--- src/hdl/lfrp_pkg.sv ---
// Shared constants for the lightning flash record parser.
// Holds record layout, status codes and parser phase codes; no dependencies.
package lfrp_pkg;

  localparam int MAX_HEADER_RECORDS = 16;
  localparam int RECORD_BYTES       = 28;
  localparam int HEADER_OVERLAP     = 12;

  // Header count kept narrow: only values in 1..MAX_HEADER_RECORDS are ever used
  localparam int HC_W   = $clog2(MAX_HEADER_RECORDS + 1);
  localparam int SKIP_W = $clog2(MAX_HEADER_RECORDS * RECORD_BYTES);

  localparam logic [31:0] HEADER_MARK = 32'h4E4C_444E;

  localparam logic [2:0] ST_RECORD    = 3'd0;
  localparam logic [2:0] ST_NO_FLASH  = 3'd1;
  localparam logic [2:0] ST_CLEAN_END = 3'd2;
  localparam logic [2:0] ST_TRUNCATED = 3'd3;
  localparam logic [2:0] ST_BAD_COUNT = 3'd4;

  localparam logic [2:0] PH_START  = 3'd0;
  localparam logic [2:0] PH_HCOUNT = 3'd1;
  localparam logic [2:0] PH_FCOUNT = 3'd2;
  localparam logic [2:0] PH_SKIP   = 3'd3;
  localparam logic [2:0] PH_FIRST  = 3'd4;
  localparam logic [2:0] PH_BODY   = 3'd5;

  // Byte positions inside a flash record
  localparam logic [4:0] POS_NANO_END = 5'd7;
  localparam logic [4:0] POS_LAT_END  = 5'd11;
  localparam logic [4:0] POS_LON_END  = 5'd15;
  localparam logic [4:0] POS_SIG_END  = 5'd19;
  localparam logic [4:0] POS_MULT     = 5'd22;
  localparam logic [4:0] POS_SEMI     = 5'd24;
  localparam logic [4:0] POS_ECC      = 5'd25;
  localparam logic [4:0] POS_ANGLE    = 5'd26;
  localparam logic [4:0] POS_LAST     = 5'd27;
  localparam logic [4:0] POS_WORD     = 5'd4;

endpackage

--- src/hdl/lightning_flash_record_parser.sv ---
// Lightning flash record parser: byte stream in, decoded flash records and status out.
// Depends on lfrp_pkg for layout constants, status and phase codes.
//
//   channel  handshake          payload
//   in       in_valid/in_stall   command, data_byte
//   out      out_valid/out_stall status, flash_seconds .. chi_square
//
// One byte per clock sustained while the result is not stalled; a byte accepted into the
// input register is parsed out of it and its result is offered from the output registers.
// The per-byte state update is the only loop, closed through the parser state registers.
// rst is synchronous and returns the parser to record start with both stages empty.
// A stalled result holds the input register; the input takes a new item once it drains.
module lightning_flash_record_parser (
  input  logic                clk,
  input  logic                rst,
  input  logic                in_valid,
  output logic                in_stall,
  input  logic                command,
  input  logic [7:0]          data_byte,
  output logic                out_valid,
  input  logic                out_stall,
  output logic [2:0]          status,
  output logic signed [31:0]  flash_seconds,
  output logic signed [31:0]  flash_nanoseconds,
  output logic signed [31:0]  latitude,
  output logic signed [31:0]  longitude,
  output logic signed [15:0]  signal_strength,
  output logic signed [7:0]   multiplicity,
  output logic signed [7:0]   semimajor_axis,
  output logic signed [7:0]   eccentricity,
  output logic signed [7:0]   ellipse_angle,
  output logic signed [7:0]   chi_square
);
  import lfrp_pkg::*;

  // Input register
  logic       in_q_valid;
  logic       cmd_q;
  logic [7:0] byte_q;

  // Parser state
  logic [2:0]        phase, phase_next;
  logic [4:0]        pos, pos_next;
  logic [SKIP_W-1:0] skip, skip_next;
  logic [31:0]       word_shift, word_shift_next;
  logic [HC_W-1:0]   hcount, hcount_next;
  logic              hcount_ok, hcount_ok_next;
  logic              flashes_present, flashes_present_next;

  // Held record fields
  logic [31:0] held_seconds, held_nanoseconds, held_latitude, held_longitude;
  logic [15:0] held_signal;
  logic [7:0]  held_small [0:3];

  logic        out_blocked;
  logic        advance;
  logic        emit;
  logic        emit_rec;
  logic [2:0]  emit_status;

  logic [31:0]       shifted;
  logic [31:0]       first_word;
  logic [2:0]        first_phase;
  logic [4:0]        first_pos;
  logic [SKIP_W-1:0] skip_dec;
  logic [SKIP_W-1:0] skip_init;

  assign out_blocked = out_valid && out_stall;
  assign in_stall    = in_q_valid && out_blocked;
  assign advance     = in_q_valid && !out_blocked;

  assign shifted   = {word_shift[23:0], byte_q};
  assign skip_dec  = (skip != '0) ? skip - 1'b1 : skip;
  assign skip_init = SKIP_W'(hcount * RECORD_BYTES - HEADER_OVERLAP);

  // Unused phase codes fall back to record start with this byte as the first one
  always_comb begin
    if (phase == PH_START || phase == PH_FIRST) begin
      first_phase = phase;
      first_word  = shifted;
      first_pos   = pos + 1'b1;
    end else begin
      first_phase = PH_START;
      first_word  = {24'd0, byte_q};
      first_pos   = 5'd1;
    end
  end

  always_comb begin
    phase_next           = phase;
    pos_next             = pos;
    skip_next            = skip;
    word_shift_next      = word_shift;
    hcount_next          = hcount;
    hcount_ok_next       = hcount_ok;
    flashes_present_next = flashes_present;
    emit                 = 1'b0;
    emit_rec             = 1'b0;
    emit_status          = ST_RECORD;

    if (cmd_q) begin
      emit            = 1'b1;
      emit_status     = (phase == PH_START && pos == '0) ? ST_CLEAN_END : ST_TRUNCATED;
      phase_next      = PH_START;
      pos_next        = '0;
      skip_next       = '0;
      word_shift_next = '0;
    end else begin
      word_shift_next = shifted;
      unique case (phase)
        PH_HCOUNT: begin
          pos_next = pos + 1'b1;
          if (pos == 5'd3) begin
            hcount_next    = shifted[HC_W-1:0];
            hcount_ok_next = (shifted != '0) && (shifted <= 32'(MAX_HEADER_RECORDS));
            phase_next     = PH_FCOUNT;
            pos_next       = '0;
          end
        end
        PH_FCOUNT: begin
          pos_next = pos + 1'b1;
          if (pos == 5'd3) begin
            flashes_present_next = (shifted != '0);
            pos_next             = '0;
            if (!hcount_ok) begin
              emit            = 1'b1;
              emit_status     = ST_BAD_COUNT;
              phase_next      = PH_START;
              skip_next       = '0;
              word_shift_next = '0;
            end else begin
              skip_next  = skip_init;
              phase_next = PH_SKIP;
            end
          end
        end
        PH_SKIP: begin
          skip_next = skip_dec;
          if (skip_dec == '0) begin
            pos_next        = '0;
            word_shift_next = '0;
            if (!flashes_present) begin
              emit        = 1'b1;
              emit_status = ST_NO_FLASH;
              phase_next  = PH_START;
            end else begin
              phase_next = PH_FIRST;
            end
          end
        end
        PH_BODY: begin
          pos_next = pos + 1'b1;
          if (pos == POS_LAST) begin
            emit            = 1'b1;
            emit_rec        = 1'b1;
            phase_next      = PH_START;
            pos_next        = '0;
            skip_next       = '0;
            word_shift_next = '0;
          end
        end
        default: begin
          word_shift_next = first_word;
          phase_next      = first_phase;
          pos_next        = first_pos;
          if (first_pos >= POS_WORD) begin
            if (first_phase == PH_START && first_word == HEADER_MARK) begin
              phase_next = PH_HCOUNT;
              pos_next   = '0;
            end else begin
              phase_next = PH_BODY;
              pos_next   = POS_WORD;
            end
          end
        end
      endcase
    end
  end

  // Control registers
  always_ff @(posedge clk) begin
    if (rst) begin
      in_q_valid      <= 1'b0;
      out_valid       <= 1'b0;
      phase           <= PH_START;
      pos             <= '0;
      skip            <= '0;
      word_shift      <= '0;
      hcount          <= '0;
      hcount_ok       <= 1'b0;
      flashes_present <= 1'b0;
    end else begin
      if (!in_stall) begin
        in_q_valid <= in_valid;
      end
      if (advance) begin
        phase           <= phase_next;
        pos             <= pos_next;
        skip            <= skip_next;
        word_shift      <= word_shift_next;
        hcount          <= hcount_next;
        hcount_ok       <= hcount_ok_next;
        flashes_present <= flashes_present_next;
      end
      if (advance && emit) begin
        out_valid <= 1'b1;
      end else if (!out_stall) begin
        out_valid <= 1'b0;
      end
    end
  end

  // Payload registers
  always_ff @(posedge clk) begin
    if (!in_stall) begin
      cmd_q  <= command;
      byte_q <= data_byte;
    end
    if (advance && !cmd_q) begin
      if ((phase == PH_START || phase == PH_FIRST || phase > PH_BODY) &&
          first_pos >= POS_WORD) begin
        held_seconds <= first_word;
      end
      if (phase == PH_BODY) begin
        case (pos)
          POS_NANO_END: held_nanoseconds <= shifted;
          POS_LAT_END:  held_latitude    <= shifted;
          POS_LON_END:  held_longitude   <= shifted;
          POS_SIG_END:  held_signal      <= shifted[15:0];
          POS_MULT:     held_small[0]    <= byte_q;
          POS_SEMI:     held_small[1]    <= byte_q;
          POS_ECC:      held_small[2]    <= byte_q;
          POS_ANGLE:    held_small[3]    <= byte_q;
          default: ;
        endcase
      end
    end
    if (advance && emit) begin
      status            <= emit_status;
      flash_seconds     <= emit_rec ? held_seconds     : '0;
      flash_nanoseconds <= emit_rec ? held_nanoseconds : '0;
      latitude          <= emit_rec ? held_latitude    : '0;
      longitude         <= emit_rec ? held_longitude   : '0;
      signal_strength   <= emit_rec ? held_signal      : '0;
      multiplicity      <= emit_rec ? held_small[0]    : '0;
      semimajor_axis    <= emit_rec ? held_small[1]    : '0;
      eccentricity      <= emit_rec ? held_small[2]    : '0;
      ellipse_angle     <= emit_rec ? held_small[3]    : '0;
      chi_square        <= emit_rec ? byte_q           : '0;
    end
  end

  a_pos_in_record: assert property (@(posedge clk) disable iff (rst)
    pos < 5'(RECORD_BYTES))
    else $error("byte position past end of record");

  a_skip_nonzero: assert property (@(posedge clk) disable iff (rst)
    phase == PH_SKIP |-> skip != '0)
    else $error("skip phase with nothing left to skip");

  a_status_fields_zero: assert property (@(posedge clk) disable iff (rst)
    out_valid && status != ST_RECORD |-> flash_seconds == '0 && latitude == '0 &&
      chi_square == '0)
    else $error("status result carries nonzero record fields");

  a_hold_on_block: assert property (@(posedge clk) disable iff (rst)
    in_q_valid && out_blocked |=> in_q_valid && $stable(phase) && $stable(pos))
    else $error("parser advanced while result was stalled");

endmodule
--- config.mk ---
export PLATFORM = sky130hd
export DESIGN_NAME = lightning_flash_record_parser
export DESIGN_NICKNAME = d
export VERILOG_FILES = /design/src/hdl/lfrp_pkg.sv /design/src/hdl/lightning_flash_record_parser.sv
export SDC_FILE = /design/constraint.sdc
export NUM_CORES = 1
export LEC_CHECK = 0
export BUFFER_PORTS_ARGS = -buffer_cell sky130_fd_sc_hd__buf_4
export CAP_MARGIN = 30
export CORE_ASPECT_RATIO = 1.5
export CORE_MARGIN = 1.5
export CORE_UTILIZATION = 60
export DETAILED_ROUTE_END_ITERATION = 12
export GPL_ROUTABILITY_DRIVEN = 0
export PLACE_DENSITY = 0.86
export SETUP_SLACK_MARGIN = 0.15
export SLEW_MARGIN = 10
export SYNTH_ARGS = -nofsm -noshare
export SYNTH_HDL_FRONTEND = slang
export SYNTH_SLANG_ARGS = --single-unit
--- constraint.sdc ---
create_clock -name clk -period 32.6 [get_ports clk]
set_input_delay 1.63 -clock clk [delete_from_list [all_inputs] [get_ports clk]]
set_output_delay 1.63 -clock clk [all_outputs]
set_load 0.03 [all_outputs]
==> results of run 1 <==
cell usage after synthesis (all sizes together), types with 4 or more instances:
cell type | instances | area share [%]
inv | 15 | 0.35
nand2b | 6 | 0.24
ha | 14 | 1.1
o21ai | 30 | 0.95
nand4 | 4 | 0.16
nand2 | 38 | 0.90
xnor2 | 7 | 0.39
fa | 5 | 0.63
and3 | 4 | 0.16
buf | 4 | 0.13
mux2i | 9 | 0.57
edfxtp | 372 | 70
nor2b | 9 | 0.35
nor4 | 14 | 0.55
nor3 | 15 | 0.50
nor2 | 33 | 0.80
a21o | 7 | 0.38
and2 | 215 | 8.5
a22oi | 4 | 0.19
dfxtp | 50 | 6.3
nand3 | 14 | 0.47
a21oi | 39 | 1.2
clkbuf | 39 | 0.92
xor2 | 4 | 0.22
a22o | 10 | 0.55
final timing paths:
path,from,end,slack [ps],cells after the start
hold / removal,held_signal[5],signal_strength[5],510,1
setup reg to reg,skip[0],eccentricity[0],28570,10
setup / recovery,out_stall,eccentricity[0],28480,6
hold reg to reg,held_signal[5],signal_strength[5],510,1
routing by layer:
metal | track usage [%] | up-vias | part of all wire (%)
met2 | 44.9 | 477 | 54
met3 | 3.69 | 122 | 6.7
met4 | 12.2 | 0 | 4.5
li1 | - | 4129 | -
met1 | 28.8 | 4474 | 35
met5 | 0 | - | 0
registers in the layout, indices dropped and copies added, names as in the netlist, 24 cells and up:
name	flops
longitude	32
latitude	32
held_longitude	32
word_shift	24
held_small	32
held_nanoseconds	32
held_seconds	32
flash_nanoseconds	32
flash_seconds	32
held_latitude	32
worst max-delay path: cells and delay by family:
family,cells,cell delay [ps]
AND/OR/NAND/NOR,2,610
buffers and inverters,3,1600
AO/OA/AOI/OAI,1,330
through the flow:
step | std cells | hold slack (ps) | setup slack, ps
final | 1584 | 514 | 28480
after global routing | 1584 | 534 | 28300
after CTS | 1583 | 514 | 28490
after detailed placement | 1517 | 501 | 27990
after global placement | 1515 | 484 | 28070
after floorplan | 1016 | 454 | 20720
power by group through the flow:
| stage | combinational [mW] | sequential (mW) | clock [mW] |
|---|---|---|---|
| 3_5_place_dp | 0.0156 | 0.604 | 0 |
| 5_1_grt | 0.0169 | 0.592 | 0.450 |
| 2_1_floorplan | 0.00729 | 0.606 | 0 |
| 4_1_cts | 0.0158 | 0.592 | 0.431 |
| 3_3_place_gp | 0.0151 | 0.604 | 0 |
| 6_report | 0.0158 | 0.592 | 0.427 |
cells by family (layout without fill, tap and decap cells):
group                      after synthesis  count (layout)  share of synthesized area (%)
and+or+nand+nor                        376             376                           14.0
AOI/OAI and AO/OA                      120             120                           4.96
buffers and inverters                   58             293                           1.41
xor gates and xnor gates                11              11                          0.606
DFF                                    422             422                           76.6
muxes                                   10              10                          0.662
adders and majority gates               19              19                           1.73
cell usage in the layout (no fill, tap or decap), drive strengths merged, types with 3 or more instances in the layout:
cell type  count
a21o           7
clkbuf        54
a21oi         39
edfxtp       372
and3           4
o22ai          3
inv           17
ha            14
nor4          14
nand4          4
nor2b          9
nor3b          3
mux2i          9
nand2b         6
dfxtp         50
a21boi         3
clkinv         6
a31oi          3
a22o          10
o211ai         3
nand2         38
xor2           4
and2         215
nor3          15
buf          212
fa             5
o32ai          3
bufinv         3
nand3         14
o21ai         30
nor4b          3
a22oi          4
xnor2          7
nor2          33
layout make-up:
class,instances,area (um2)
fillers,1524,6980
flip-flops and latches,422,12200
well taps,333,417
clock inverters,12,145
multi-input cells,536,3540
inverters,15,56.3
repair buffers,212,1610
clock buffers,54,1020
==> results.yml, run 1 <==
cts:
  worstSkewPairLatency_ps: 520
  tritoncts.num_buffers: 36
  root_buffer: "clkbuf_16"
  ctsHtreeMaxLevel: 2
  post_cts_resized: 0
  tritoncts: "done"
  clock-sinks: 422
  clock_path_buffers: 3
  postCtsSetupBuffers: 0
  cts_hold_buf: 0
  worst_setup_hold_path_clk_slew_ps: 70
floorplan:
  core.rowCount: 72
  io_pins: 202
  initial_core_util_pct: 61.2
  fp.dieW_um: 136
  coreArea_um2: 25900
  floorplan.die.height_um: 202
  floorplan.die_area_um2: 27500
critical_path:
  critPathMostFrequentCell: "buf_4"
  end_kind: "flop"
  cp_data_required_time_ps: 32750
  cpPeakStageDelay_ps: 840
  timing.critical_path.from_type: "input pin"
  path_class: "in -> reg"
  critPathArrivalTime_ps: 4270
  cp_max_stage_cell: "buf_4"
  crit_fanout: 72
  critical_path.cell_chain: "buf_4, nand2_1, nand2_1, a21oi_4, buf_4, buf_4"
timing:
  grt_setup_unrepaired: "false"
  worst_slew_margin_rel_pct: 34.0
  worst_clock_skew_ps: 16.1
  final_critical_path_share_of_the_clock_period_pct: 12.6
  worst_pin_slew_ps: 990
  finalWorstPathRequiredPeriod_ps: 4120
  timing_hold_violations_final: 0
  report.final.slew_viol_count: 0
  finalSetupTns_ps: 0
  max_clock_freq_mhz: 243
  final_setup_violations: 0
cells_and_area:
  layout_cell_share_with_drive_strength_beyond_1_pct: 22.6
  final_util_pct: 73.1
  areaGrowthSynthToFinish_pct: 19.3
  antennaDiodeCount: 0
  num-nets-final: 1255
  postLayoutCellArea_um2: 19000
logic_synthesis:
  yosys_register_bits: 422
  synth_cells: 1016
  syn-num-nets: 1048
  post_synthesis_async_set_or_reset_flop_share_pct: 0
  synth_edf_count: 372
  synth_cell_type_count: 68
  syn-cell-area_um2: 15900
  yosysWarningCount: 0
  synthesis.area_per_instance_um2: 15.6
  dominant_register_cell_in_the_synthesized_netlist: "edfxtp_1"
  seq_total_area_yosys_pct: 76.6
power:
  relative_contribution_of_the_clock_network_to_total_power_pct: 41.3
  intPower_mw: 0.834
  p_per_area_nw_per_um2: 54.6
  p_leak_nw: 7.35
  comb_power_share_pct: 1.5
  power.sequential.fraction_pct: 57.2
  switching_share_pct: 19.5
  switchingPower_mw: 0.201
  vdd_drop_max_mv: 0.0448
  report.power.total_mw: 1.04
routing:
  detailroute.via_count: 9202
  dr.first_iter.drc_count: 908
  drcViolationCount: 0
  wl_final_mm: 33.7
  drt-pass1-iter-count: 5
  routed_via_density: 5.81
  antenna_violating_nets_post_route: 0
  drt-wirelength-per-cell_um: 21.3
grt:
  wire_length_of_the_first_global_routing_pass_mm: 50.9
  gr-usage-all-layers_pct: 24.9
  grt_max_degree: 94
  antenna_found_initial: 0
  grt_pass1_vias: 9103
  grt_overflow_total: 0
placed_design:
  numPortBuffers: 201
  dpl-instance-area_um2: 17800
  place_hpwl_mm: 20.3
min_path:
  hold_path.class: "reg -> reg"
outcome:
  status: "complete, no violations"
flow_run:
  maxCapViolations: 0
Note: power is estimated with default switching activity, not from simulation.
==> run 2: changes to the inputs <==
Settings changed: ABC_AREA set to 1, CORE_UTILIZATION 60 to 52, PLACE_DENSITY 0.86 to 0.8.
Clock period 32.6 ns to 3.6 ns, I/O delays scaled along.
==> run 2 against run 1 <==
Design area grew 3.4%. Via count grew 9.6%. First-iteration DRC count grew 20%. Largest cell class unchanged. Total power grew to 9.5 times the previous value. Synthesized area grew 1.7%. Global-route usage shrank 3.8 points. Setup slack lost 28000 ps.
==> results.yml, run 2 <==
routing:
  detailroute.via_count: 10100
  drt-wirelength-per-cell_um: 17.3
  drt-pass1-iter-count: 6
  antenna_violating_nets_post_route: 0
  drcViolationCount: 0
  dr.first_iter.drc_count: 1089
  wl_final_mm: 34.0
  routed_via_density: 5.12
logic_synthesis:
  synth.top_cells.by_area: "edfxtp_1 (69%), dfxtp_1 (6.2%), inv_1 (6.0%)"
  yosysWarningCount: 0
  synthesis.area_per_instance_um2: 12.3
  post_synthesis_async_set_or_reset_flop_share_pct: 0
  seq_total_area_yosys_pct: 75.3
  synth_top_area_share_pct: 69.1
  synth_cell_type_count: 37
  syn-cell-area_um2: 16200
  synth_top_cells_by_count: "edfxtp_1 (372), inv_1 (260), nor2_1 (242)"
  synth_cells: 1313
  yosys_register_bits: 422
  dominant_register_cell_in_the_synthesized_netlist: "edfxtp_1"
  synth.most_common_cell: "edfxtp_1"
  synth_edf_count: 372
  yosysTopAreaCell: "edfxtp_1"
  syn-num-nets: 1345
timing:
  final.hold.worst_slack_ps: 104
  finalSetupTns_ps: 0
  max_clock_freq_mhz: 352
  final_setup_violations: 0
  timing_hold_violations_final: 0
  worst_pin_slew_ps: 878
  worst_slew_margin_rel_pct: 41.3
  final.setup.worst_slack_ps: 759
  final_critical_path_share_of_the_clock_period_pct: 78.9
  report.final.slew_viol_count: 0
  finalWorstPathRequiredPeriod_ps: 2840
  grt_setup_unrepaired: "false"
  worst_clock_skew_ps: 20.3
outcome:
  status: "complete, no violations"
critical_path:
  worst_r2r_startpoint: "skip[0]"
  crit_fanout: 126
  crit_start: "skip[0]"
  path_class: "reg -> reg"
  end_kind: "flop"
  slack_of_the_worst_reg_to_reg_path_ps: 760
  cp_data_required_time_ps: 3760
  reg2reg_depth: 15
  timing.critical_path.from_type: "flop"
  critPathArrivalTime_ps: 3000
  regToRegEndpoint: "flash_seconds[24]"
floorplan:
  coreArea_um2: 30400
  initial_core_util_pct: 53.1
  io_pins: 202
  floorplan.die_area_um2: 32200
  core.rowCount: 78
  floorplan.die.height_um: 219
  fp.dieW_um: 147
placed_design:
  numPortBuffers: 201
  place_hpwl_mm: 22.1
  numPlacedInstances: 1892
  dpl-instance-area_um2: 18200
  dpl_worst_slack_ps: 795
cells_and_area:
  fillers: 2160
  final_cells: 1971
  layout.cells.most_common: "edfxtp_1"
  final_util_pct: 64.4
  areaGrowthSynthToFinish_pct: 21.3
  antennaDiodeCount: 0
  layout_common_cells: "edfxtp_1 (372), inv_1 (257), nor2_1 (239), buf_4 (210), nand2_1 (144)"
  layout_cell_share_with_drive_strength_beyond_1_pct: 19.6
  postLayoutCellArea_um2: 19600
  num-nets-final: 1574
power:
  report.power.total_mw: 9.85
  power.sequential.fraction_pct: 54.9
  vdd_drop_max_mv: 0.433
  switching_share_pct: 20.2
  intPower_mw: 7.86
  p_per_area_nw_per_um2: 502
  relative_contribution_of_the_clock_network_to_total_power_pct: 41.6
  switchingPower_mw: 1.99
  p_leak_nw: 8.53
  comb_power_share_pct: 3.5
min_path:
  hold_path_startpoint: "rst"
  hold_path.class: "in -> reg"
  min_delay_path_depth: 2
  hold_path_end: "word_shift[0]"
grt:
  antenna_found_initial: 0
  wire_length_of_the_first_global_routing_pass_mm: 51.5
  grt_pass1_vias: 9582
  gr-usage-all-layers_pct: 21.1
  grt_max_degree: 127
  grt_overflow_total: 0
flow_run:
  maxCapViolations: 0
cts:
  cts_hold_buf: 11
  post_cts_resized: 0
  postCtsSetupBuffers: 0
  ctsHtreeMaxLevel: 2
  worst_setup_hold_path_clk_slew_ps: 70
  clock-sinks: 422
  clock_path_buffers: 3
  tritoncts.num_buffers: 37
  root_buffer: "clkbuf_16"
  tritoncts: "done"
  worstSkewPairLatency_ps: 530
run 2: cell types whose count changed after synthesis, moves of 8 or more:
cell,change
a21oi_1,+16
a22o_1,-10
and2_1,-215
clkbuf_1,-20
inv_1,+245
mux2i_1,-9
nand2_1,+109
nand3_1,+20
nor2_1,+210
nor2_2,+8
nor2b_1,-9
o21ai_0,-14
run 2: kinds of logic after synthesis:
group	synth area share [%]
AOI/OAI and AO/OA	2.94
buffers and inverters	7.08
DFF	75.3
adders and majority gates	1.70
xor gates and xnor gates	0.651
and+or+nand+nor	12.3
run 2: critical path: stages, from the launching register on:
cell	delay, ps
dfxtp_2	330
inv_2	110
ha_4	170
nand2_2	70
nor2_4	140
nand3_4	130
nand2_1	110
nand3_1	80
nor2_2	140
nand3_4	110
nor2_1	110
nor2_1	60
nand2_1	100
nand2_2	80
clkinvlp_4	120
buf_12	420
run 2: how the worst max path moves through the flow:
stage,end,slack [ps],cells after the start
floorplan,chi_square[0],-980,15
global placement,skip[8],870,10
detailed placement,skip[8],800,10
CTS,skip[8],790,10
global route,latitude[25],560,15
finish,flash_seconds[24],760,15
run 2: cell type report:
type | count | area [um2] | area share, %
sequential | 422 | 12200 | 62.1
multi-input combinational | 591 | 2920 | 14.9
tap | 400 | 500 | 2.55
timing repair buffer | 225 | 1750 | 8.93
clock inverter | 18 | 230 | 1.17
inverter | 265 | 998 | 5.09
clock buffer | 50 | 1040 | 5.29
run 2: power groups by stage:
stage | Sequential (mW) | Combinational, mW | Clock, mW
after global routing | 5.41 | 0.366 | 4.33
final | 5.41 | 0.342 | 4.10
after detailed placement | 5.51 | 0.329 | 0
after CTS | 5.41 | 0.341 | 4.15
after floorplan | 5.56 | 0.143 | 0
after global placement | 5.51 | 0.323 | 0
run 2: layer usage:
metal | share of wire [%] | GRT usage, % | wire length [um]
met5 | 0 | 0 | 0
met4 | 4.4 | 9.40 | 1480
met3 | 7.0 | 3.43 | 2390
met2 | 53 | 38.6 | 18000
met1 | 36 | 24.3 | 12200
